===== config.mk =====
export PLATFORM = sky130hd
export DESIGN_NAME = bmtt_csr
export DESIGN_NICKNAME = d
export VERILOG_FILES = /design/src/rtl/bmtt_pkg.sv /design/src/rtl/bmtt_csr.sv
export SDC_FILE = /design/constraint.sdc
export NUM_CORES = 1
export LEC_CHECK = 0
export ABC_AREA = 1
export BUFFER_PORTS_ARGS = -buffer_cell sky130_fd_sc_hd__buf_2
export CAP_MARGIN = 10
export CORE_MARGIN = 3
export CORE_UTILIZATION = 30
export DETAILED_ROUTE_END_ITERATION = 16
export SETUP_SLACK_MARGIN = 0.3
export SYNTH_ARGS = -nofsm -noshare
export SYNTH_HDL_FRONTEND = slang
export SYNTH_SLANG_ARGS = --single-unit

===== constraint.sdc =====
create_clock -name clock -period 1.29 [get_ports clock]
set_input_delay 0.129 -clock clock [delete_from_list [all_inputs] [get_ports clock]]
set_output_delay 0.129 -clock clock [all_outputs]
set_load 0.05 [all_outputs]

===== src/rtl/bmtt_pkg.sv =====
// Shared types, constants and codes of the blink marker tracker table.
// Every other file of the block imports this package; it depends on nothing.
package bmtt_pkg;

   localparam int TABLE_DEPTH = 32;
   localparam int IDX_W       = $clog2(TABLE_DEPTH);
   localparam int CNT_W       = $clog2(TABLE_DEPTH + 1);
   localparam int REQ_DATA_W  = 48;
   localparam int RSP_DATA_W  = 88;
   localparam int CSR_IDX_W   = 3;
   localparam int CSR_DATA_W  = 12;

   typedef enum logic [CSR_IDX_W-1:0] {
      REG_WINDOW_X   = 3'd0,
      REG_WINDOW_Y   = 3'd1,
      REG_PERIOD     = 3'd2,
      REG_TOLERANCE  = 3'd3,
      REG_TARGET_A   = 3'd4,
      REG_TARGET_B   = 3'd5,
      REG_TARGET_C   = 3'd6
   } reg_index_type;

   typedef enum logic [1:0] {
      KIND_DETECT = 2'd0,
      KIND_ENTRY  = 2'd1,
      KIND_EMPTY  = 2'd2
   } kind_type;

   typedef enum logic [2:0] {
      ACT_ADDED   = 3'd0,
      ACT_UPDATED = 3'd1,
      ACT_IGNORED = 3'd2,
      ACT_FULL    = 3'd3,
      ACT_MERGED  = 3'd4
   } action_type;

   typedef enum logic [3:0] {
      S_IDLE,
      S_D_SCAN,
      S_D_SQ,
      S_D_SUM,
      S_D_DEC,
      S_D_MUPD,
      S_D_DEL,
      S_D_MOUT,
      S_F_RD,
      S_F_MOD,
      S_F_DUTY,
      S_F_CLS,
      S_F_DEL,
      S_R_OUT
   } state_type;

   typedef struct packed {
      logic [11:0] window_x;
      logic [11:0] window_y;
      logic [7:0]  class_period;
      logic [6:0]  duty_tolerance;
      logic [6:0]  duty_target_a;
      logic [6:0]  duty_target_b;
      logic [6:0]  duty_target_c;
   } cfg_type;

   typedef struct packed {
      logic [15:0]        x;
      logic [15:0]        y;
      logic signed [12:0] move_x;
      logic signed [12:0] move_y;
      logic [15:0]        pixels;
      logic               matched;
      logic [7:0]         active;
      logic [7:0]         idle;
      logic [31:0]        age;
      logic [1:0]         cls;
   } entry_type;

   typedef struct packed {
      logic signed [17:0] mul_a;
      logic signed [17:0] mul_b;
      logic               mod_start;
      logic [31:0]        mod_age;
      logic [7:0]         mod_per;
   } alu_req_type;

   typedef struct packed {
      logic signed [35:0] prod;
      logic               mod_busy;
      logic               rem_zero;
   } alu_rsp_type;

endpackage


===== src/rtl/bmtt_csr.sv =====
// Configuration registers of the tracker table, written over the csr channel.
// Depends on bmtt_pkg.
module bmtt_csr (
   input  logic                            clock,
   input  logic                            reset,
   input  logic                            csr_valid,
   output logic                            csr_ready,
   input  logic [bmtt_pkg::CSR_IDX_W-1:0]  csr_index,
   input  logic [bmtt_pkg::CSR_DATA_W-1:0] csr_data,
   output bmtt_pkg::cfg_type               cfg
);
   import bmtt_pkg::*;

   cfg_type cfg_ff, cfg_in;

   assign csr_ready = 1'b1;

   always_comb begin
      cfg_in = cfg_ff;
      if (csr_valid) begin
         unique case (reg_index_type'(csr_index))
            REG_WINDOW_X:  cfg_in.window_x       = csr_data;
            REG_WINDOW_Y:  cfg_in.window_y       = csr_data;
            REG_PERIOD:    cfg_in.class_period   = csr_data[7:0];
            REG_TOLERANCE: cfg_in.duty_tolerance = csr_data[6:0];
            REG_TARGET_A:  cfg_in.duty_target_a  = csr_data[6:0];
            REG_TARGET_B:  cfg_in.duty_target_b  = csr_data[6:0];
            REG_TARGET_C:  cfg_in.duty_target_c  = csr_data[6:0];
            default: begin
            end
         endcase
      end
   end

   always_ff @(posedge clock) begin
      if (reset) begin
         cfg_ff <= '{window_x: 12'd320, window_y: 12'd320, class_period: 8'd60,
                     duty_tolerance: 7'd10, duty_target_a: 7'd25,
                     duty_target_b: 7'd75, duty_target_c: 7'd50};
      end else begin
         cfg_ff <= cfg_in;
      end
   end

   assign cfg = cfg_ff;

endmodule


==> qor.yml <==
instances_no_fill: 530
ios: 79
period_share_pct: 75.6
ir_drop_mv: 0.659
hpwl_um: 4850
crit_path_top_delay_cell: "dfxtp_2"
synth_edf_count: 0
h-tree-depth: 3
wl_per_cell_um: 13.6
area_growth_pct: 58.2
post_dp_cell_area_um2: 2920
post-place-cells: 513
fin_area_um2: 3730
fin_crit_ns: 0.976
grt_max_degree: 61
root_buffer: "clkbuf_8"
grt_overflow: 0
fmax_mhz: 1020
via_count: 2420
ant_nets: 0
async_flop_share_pct: 0
clockBufferDepth: 2
leakagePower_nw: 1.74
arrival_ns: 0.85
syn-instance-count: 338
worstSetupEndpointType: "output pin"
place.port_buffers: 77
yosysMostFrequentCell: "nand2_1"
clk_pin_slew_worst_paths_ns: 0.07
largest_reg_flops: 60
grt_pass1_vias: 2336
dieArea_um2: 8960
cp.required_ns: 1.16
hold_ws_ns: 0.0223
n_antenna_cell: 0
firstDrtPassIters: 4
yosysTopAreaCell: "dfxtp_1"
crit_chain: "buf_8"
hold_viol: 0
r2r_slack_ns: 0.66
coreArea_um2: 7450
synth_cell_types: 13
clk_latency_ns: 0.33
cp-start-kind: "flop"
drc: 0
finalSetupViolCount: 0
drv_slew: 0
path_delay_family: "flip-flops"
status: "finished, final reports clean"
grt_setup_unrepaired: "true"
numCtsBuffers: 9
synthTopCellsByCount: "nand2_1 (93), nor2_1 (89), dfxtp_1 (60), nand3_1 (60), inv_1 (16)"
grt_pass1_wl_um: 11500
syn-num-nets: 356
dieHeight_um: 94.7
yosysSeqAreaShare_pct: 50.9
vias_per_cell: 4.57
clock_sinks: 60
hp-class: "input pin to flop"
max_stage_delay_ns: 0.36
final.setup.tns_ns: 0
yosys_most_used_dff: "dfxtp_1"
nNetsFinal: 444
wl_um: 7190
timing.critical_path.buf_inv: 1
yosysWarnings: 0
postSynthAreaPerCell_um2: 6.98
cp_max_fo: 2
ys_seq_elements: 60
start_util_pct: 31.7
die_w_um: 94.7
critPathKind: "flop to output pin"
synthesis.area_um2: 2360
skew_ns: 0
synth_top_cell_area_share_pct: 50.9
yosys-top-cells-area: "dfxtp_1 (51%), nand2_1 (15%), nor2_1 (14%), nand3_1 (13%), inv_1 (2.5%)"
cts_tree: "built"
drtIter0Drc: 126
maxCapViolCount: 0
rows: 31
track_usage_pct: 16.8
antenna_found_initial: 0
final_util_pct: 50.1
power.density_nw_per_um2: 1280
finalWeightedCongestion: 0.833
layout-drive-gt1-share_pct: 39.2
## kinds of logic after synthesis
kind of cell | Yosys count | synth area share, %
other | 1 | 0.159
buffers and inverters | 33 | 6.26
AND/OR/NAND/NOR | 244 | 42.7
flip-flops | 60 | 50.9
## power by group
| group | switching, mW | internal, mW | leakage [nW] |
|---|---|---|---|
| registers | 0.0543 | 1.93 | 0.498 |
| logic | 0.485 | 0.269 | 1.13 |
| clock network | 0.741 | 1.28 | 0.117 |
## cells in the final DEF, fill, tap and decap left out
cell / netlist / final
bufinv_16: 0 / 3
clkbuf_1: 2 / 2
buf_6: 0 / 28
buf_4: 5 / 12
nor2_4: 2 / 2
dlygate4sd3_1: 0 / 1
clkinv_1: 1 / 1
inv_2: 1 / 1
conb_1: 1 / 1
clkbuf_8: 0 / 9
inv_1: 16 / 16
buf_12: 0 / 2
nor2_2: 0 / 1
buf_8: 0 / 32
nand2_1: 93 / 93
nand3_1: 60 / 60
dfxtp_2: 0 / 60
nor2_1: 89 / 88
clkinv_2: 0 / 2
buf_2: 4 / 17
## final cells by class
class | count | area (um^2)
well taps | 99 | 124
flip-flops and latches | 60 | 1280
fillers | 764 | 3710
inverters | 18 | 67.6
multi-input cells | 245 | 1010
clock inverters | 5 | 100
clock buffers | 11 | 131
repair buffers | 92 | 1020
## routing by layer
metal	routed length, um	share of wire [%]	vias up	GRT usage, %
met3	659	9.2	10	6.14
met5	0	0	-	0
met2	3400	47	77	26.6
li1	-	-	1224	-
met4	108	1.5	0	6.49
met1	3020	42	1109	20.7
## final timing paths
path                                           start                   end  cells after the start
worst max-delay path             cfg[1]$_SDFFE_PP1P_                cfg[1]                      1
worst min-delay path                     csr_data[8]  cfg[44]$_SDFFE_PP1P_                      3
worst max register to register  cfg[34]$_SDFFE_PP0P_  cfg[34]$_SDFFE_PP0P_                      2
worst min register to register  cfg[24]$_SDFFE_PP1P_  cfg[24]$_SDFFE_PP1P_                      2
## stage by stage
| stage | setup WS, ns | power [mW] |
|---|---|---|
| after floorplan | 0.404 | 2.45 |
| after global placement | 0.201 | 2.63 |
| after detailed placement | 0.155 | 2.64 |
| after CTS | 0.300 | 4.75 |
| after global routing | 0.276 | 4.96 |
| final | 0.314 | 4.76 |
## timing repair
| item | CTS | global route |
|---|---|---|
| setup endpoints to repair | 60 | 45 |
| hold buffers | 1 | 0 |
| resized for setup | 161 | 51 |
| pin swaps | 0 | 0 |
| buffers inserted | 0 | 0 |
| cloned | 0 | 0 |
| hold endpoints to repair | 1 | 0 |
Note: power is estimated with default switching activity, not from simulation.
