$ cat config.mk
export PLATFORM = sky130hd
export DESIGN_NAME = bmtt_alu
export DESIGN_NICKNAME = d
export VERILOG_FILES = /design/src/rtl/bmtt_pkg.sv /design/src/rtl/bmtt_alu.sv
export SDC_FILE = /design/constraint.sdc
export NUM_CORES = 1
export LEC_CHECK = 0
export CAP_MARGIN = 20
export CELL_PAD_IN_SITES_DETAIL_PLACEMENT = 0
export CELL_PAD_IN_SITES_GLOBAL_PLACEMENT = 1
export CORE_ASPECT_RATIO = 1.2
export CORE_MARGIN = 1.5
export CORE_UTILIZATION = 52
export CTS_BUF_LIST = sky130_fd_sc_hd__clkbuf_16
export CTS_CLUSTER_DIAMETER = 200
export DETAILED_ROUTE_END_ITERATION = 10
export DONT_BUFFER_PORTS = 1
export PLACE_DENSITY = 0.95
export SLEW_MARGIN = 20
export SYNTH_ARGS = -nofsm -noshare
export SYNTH_HDL_FRONTEND = slang
export SYNTH_SLANG_ARGS = --single-unit
$ cat constraint.sdc
create_clock -name clock -period 8.62 [get_ports clock]
set_clock_uncertainty 0.05 [all_clocks]
set_input_delay 0.862 -clock clock [delete_from_list [all_inputs] [get_ports clock]]
set_output_delay 0.862 -clock clock [all_outputs]
set_load 0.02 [all_outputs]
$ cat src/rtl/bmtt_pkg.sv
// Shared types, constants and codes of the blink marker tracker table.
// Every other file of the block imports this package; it depends on nothing.
package bmtt_pkg;

   localparam int TABLE_DEPTH = 32;
   localparam int IDX_W       = $clog2(TABLE_DEPTH);
   localparam int CNT_W       = $clog2(TABLE_DEPTH + 1);
   localparam int REQ_DATA_W  = 48;
   localparam int RSP_DATA_W  = 88;
   localparam int CSR_IDX_W   = 3;
   localparam int CSR_DATA_W  = 12;

   typedef enum logic [CSR_IDX_W-1:0] {
      REG_WINDOW_X   = 3'd0,
      REG_WINDOW_Y   = 3'd1,
      REG_PERIOD     = 3'd2,
      REG_TOLERANCE  = 3'd3,
      REG_TARGET_A   = 3'd4,
      REG_TARGET_B   = 3'd5,
      REG_TARGET_C   = 3'd6
   } reg_index_type;

   typedef enum logic [1:0] {
      KIND_DETECT = 2'd0,
      KIND_ENTRY  = 2'd1,
      KIND_EMPTY  = 2'd2
   } kind_type;

   typedef enum logic [2:0] {
      ACT_ADDED   = 3'd0,
      ACT_UPDATED = 3'd1,
      ACT_IGNORED = 3'd2,
      ACT_FULL    = 3'd3,
      ACT_MERGED  = 3'd4
   } action_type;

   typedef enum logic [3:0] {
      S_IDLE,
      S_D_SCAN,
      S_D_SQ,
      S_D_SUM,
      S_D_DEC,
      S_D_MUPD,
      S_D_DEL,
      S_D_MOUT,
      S_F_RD,
      S_F_MOD,
      S_F_DUTY,
      S_F_CLS,
      S_F_DEL,
      S_R_OUT
   } state_type;

   typedef struct packed {
      logic [11:0] window_x;
      logic [11:0] window_y;
      logic [7:0]  class_period;
      logic [6:0]  duty_tolerance;
      logic [6:0]  duty_target_a;
      logic [6:0]  duty_target_b;
      logic [6:0]  duty_target_c;
   } cfg_type;

   typedef struct packed {
      logic [15:0]        x;
      logic [15:0]        y;
      logic signed [12:0] move_x;
      logic signed [12:0] move_y;
      logic [15:0]        pixels;
      logic               matched;
      logic [7:0]         active;
      logic [7:0]         idle;
      logic [31:0]        age;
      logic [1:0]         cls;
   } entry_type;

   typedef struct packed {
      logic signed [17:0] mul_a;
      logic signed [17:0] mul_b;
      logic               mod_start;
      logic [31:0]        mod_age;
      logic [7:0]         mod_per;
   } alu_req_type;

   typedef struct packed {
      logic signed [35:0] prod;
      logic               mod_busy;
      logic               rem_zero;
   } alu_rsp_type;

endpackage

$ cat src/rtl/bmtt_alu.sv
// Shared arithmetic unit: a registered signed multiplier and a remainder unit
// that retires one dividend bit per cycle. Depends on bmtt_pkg.
module bmtt_alu (
   input  logic                  clock,
   input  logic                  reset,
   input  bmtt_pkg::alu_req_type alu_req,
   output bmtt_pkg::alu_rsp_type alu_rsp
);
   import bmtt_pkg::*;

   logic signed [35:0] prod_ff, prod_in;
   logic [31:0]        shift_ff, shift_in;
   logic [7:0]         rem_ff, rem_in;
   logic [5:0]         cnt_ff, cnt_in;
   logic [8:0]         trial;

   always_comb begin
      prod_in  = alu_req.mul_a * alu_req.mul_b;
      shift_in = shift_ff;
      rem_in   = rem_ff;
      cnt_in   = cnt_ff;
      trial    = {rem_ff, shift_ff[31]};
      if (alu_req.mod_start) begin
         shift_in = alu_req.mod_age;
         rem_in   = '0;
         cnt_in   = 6'd32;
      end else if (cnt_ff != '0) begin
         if (trial >= {1'b0, alu_req.mod_per}) begin
            trial = trial - {1'b0, alu_req.mod_per};
         end
         rem_in   = trial[7:0];
         shift_in = {shift_ff[30:0], 1'b0};
         cnt_in   = cnt_ff - 6'd1;
      end
   end

   always_ff @(posedge clock) begin
      prod_ff  <= prod_in;
      shift_ff <= shift_in;
      rem_ff   <= rem_in;
      if (reset) begin
         cnt_ff <= '0;
      end else begin
         cnt_ff <= cnt_in;
      end
   end

   assign alu_rsp.prod     = prod_ff;
   assign alu_rsp.mod_busy = (cnt_ff != '0);
   assign alu_rsp.rem_zero = (rem_ff == '0);

endmodule

==> flow_metrics.env <==
export IMPL_fmax_mhz=153
export IMPL_status="finished clean"
export IMPL_ys_seq_area_share_pct=12.9
export IMPL_fin_crit_ns=6.54
export IMPL_drv_slew=0
export IMPL_gr_usage_met3_pct=4.18
export IMPL_overflow=0
export IMPL_ys_ff_latch=82
export IMPL_grt_pass1_wl_microns=57100
export IMPL_ys_top_cells_by_count="inv_1 (429), fa_1 (330), nand2_1 (177), and2_1 (156), ha_1 (102)"
export IMPL_yosys_top_cells_area="fa_1 (43%), inv_1 (11%), ha_1 (8.4%), dfxtp_1 (6.6%), and2_1 (6.4%)"
export IMPL_placed_cell_area_sq_um=15600
export IMPL_diodes=0
export IMPL_ant_nets=0
export IMPL_ys_warn_count=0
export IMPL_die_w_microns=159
export IMPL_groute_layer_met1_usage_pct=27.8
export IMPL_gp_congestion=0.840
export IMPL_grt_pass1_vias=11400
export IMPL_area_growth_pct=4.00
export IMPL_maxSlewHeadroom_pct=48.2
export IMPL_dr_first_iter_drc_count=549
export IMPL_synth_top_area_share_pct=43.3
export IMPL_vias_per_cell=5.23
export IMPL_cts_buffers_inserted=9
export IMPL_cts_resized=0
export IMPL_clock_latency_ns=0.35
export IMPL_fillerInstances=2507
export IMPL_fin_setup_tns_ns=0
export IMPL_multiInputGateArea_sq_um=11500
export IMPL_synth_most_common_cell="inv_1"
export IMPL_synthArstFlopShare_pct=0
export IMPL_initial_utilization_pct=52.9
export IMPL_antenna_found_initial=0
export IMPL_grt_busiest_layer="met2"
export IMPL_core_area_sq_um=28800
export IMPL_setup_viol=0
export IMPL_maxCapViolCount=0
export IMPL_ios=117
export IMPL_synth_fp_nets=2110
export IMPL_arrival_ns=6.73
export IMPL_post_cts_buffers=0
export IMPL_avgSynthCellArea_sq_um=9.54
export IMPL_layout_nets=2071
export IMPL_synth_cell_types=57
export IMPL_synth_flop_cell="dfxtp_1"
export IMPL_utilization_pct=55.0
export IMPL_vias=10200
export IMPL_clock_sinks=82
export IMPL_post_dp_hpwl_microns=27500
export IMPL_syn_area_sq_um=15300
export IMPL_regArea_sq_um=1960
export IMPL_cts_root_buf="clkbuf_16"
export IMPL_required_ns=8.81
export IMPL_grt_max_degree=47
export IMPL_synth_top_area_cell="fa_1"
export IMPL_hold_class="flop to flop"
export IMPL_setup_worst_path_start_class="input port"
export IMPL_clk_pin_slew_worst_paths_ns=0.07
export IMPL_clockBufferDepth=2
export IMPL_crit_type="input port to flop"
export IMPL_drc_errors=0
export IMPL_end_kind="flop"
export IMPL_drive_gt1_share_pct=4.03
export IMPL_grt_use_met2_pct=43.3
export IMPL_die_h_microns=191
export IMPL_htreeDepth=3
export IMPL_grtUsageTotal_pct=24.0
export IMPL_synthesis_instances=1599
export IMPL_synth_edf_count=32
export IMPL_hold_violations=0
export IMPL_worstMarginPinSlew_ns=0.774
export IMPL_drt_wl_total_microns=33500
export IMPL_fin_crit_sh_pct=75.8
export IMPL_drt_pass1_iter_count=5
export IMPL_rows=68
export IMPL_io_buffer_count=0
export IMPL_routedWlPerCell_microns=17.2
export IMPL_path_max_fanout=18
export IMPL_dieArea_sq_um=30400
export IMPL_whs_ns=0.428
export IMPL_rsz0062_at_grt="no"
export IMPL_finalInstanceArea_sq_um=15900
export IMPL_cts_tree="built"
export IMPL_ctsHoldBuffers=0
-- logic make-up after synthesis --
kind of cell               share of synthesized area (%)
buffers and inverters                               11.8
adders and majority gates                           51.7
and+or+nand+nor                                     14.0
AOI/OAI and AO/OA                                   4.82
DFF                                                 12.9
xor gates and xnor gates                            2.47
muxes                                               2.35
-- metrics by stage --
step	cells	worst slack, ns
2_1_floorplan	1599	2.08
3_3_place_gp	1934	1.72
3_5_place_dp	1934	1.61
4_1_cts	1950	1.97
5_1_grt	1950	1.73
6_report	1950	2.08
-- cell usage in the layout, fill, tap and decap left out, types with 6 or more instances in the layout --
cell type,count
mux2_2,31
o21ai_0,13
a211oi_1,8
nor3_1,9
xor2_1,6
fa_1,330
xnor2_1,37
inv_1,430
and2_1,156
nand2_1,177
edfxtp_1,32
a21o_1,11
ha_1,102
clkbuf_16,9
nand3_1,7
nor2_1,40
dfxtp_1,50
a21oi_1,34
nand2b_1,13
-- metal layers --
layer	vias up	share of wire [%]
met3	95	5.0
met5	-	0
met4	0	4.6
met2	289	52
met1	5208	38
li1	4615	-
-- critical path, stage by stage --
cell	delay, ns
and2_1	0.16
fa_1	0.56
inv_1	0.06
fa_1	0.53
inv_1	0.05
fa_1	0.48
fa_1	0.52
fa_1	0.50
inv_1	0.05
fa_1	0.48
inv_1	0.04
ha_1	0.36
nand3_1	0.11
nor2_1	0.40
nand4_1	0.28
o31a_1	0.40
o2111ai_1	0.34
nand2_1	0.10
o21ai_1	0.22
o41ai_2	0.09
xnor2_1	0.13
-- final timing paths --
check	cells past startpoint	slack (ns)	from	to
setup reg to reg	10	5.96	rem_ff[0]$_SDFFE_PP0P_	rem_ff[3]$_SDFFE_PP0P_
hold reg to reg	2	0.43	rem_ff[7]$_SDFFE_PP0P_	rem_ff[7]$_SDFFE_PP0P_
setup / recovery	21	2.08	alu_req[73]	prod_ff[34]$_DFF_P_
hold / removal	2	0.43	rem_ff[7]$_SDFFE_PP0P_	rem_ff[7]$_SDFFE_PP0P_
-- sequential cells by signal (all words and copies together), names as in the netlist --
signal	cells
shift_ff	32
cnt_ff	6
rem_ff	8
prod_ff	36
-- final cells by class --
type                       count  share of cell area [%]
multi-input combinational   1037                    72.5
clock inverter                 7                   0.489
inverter                     429                    10.1
tap                          385                    3.04
clock buffer                   9                    1.42
sequential                    82                    12.4
timing repair buffer           1                  0.0473
Power is left out: the tool's default activity adds up to more than one toggle a clock period on the data nets, which glitch-free logic cannot reach.
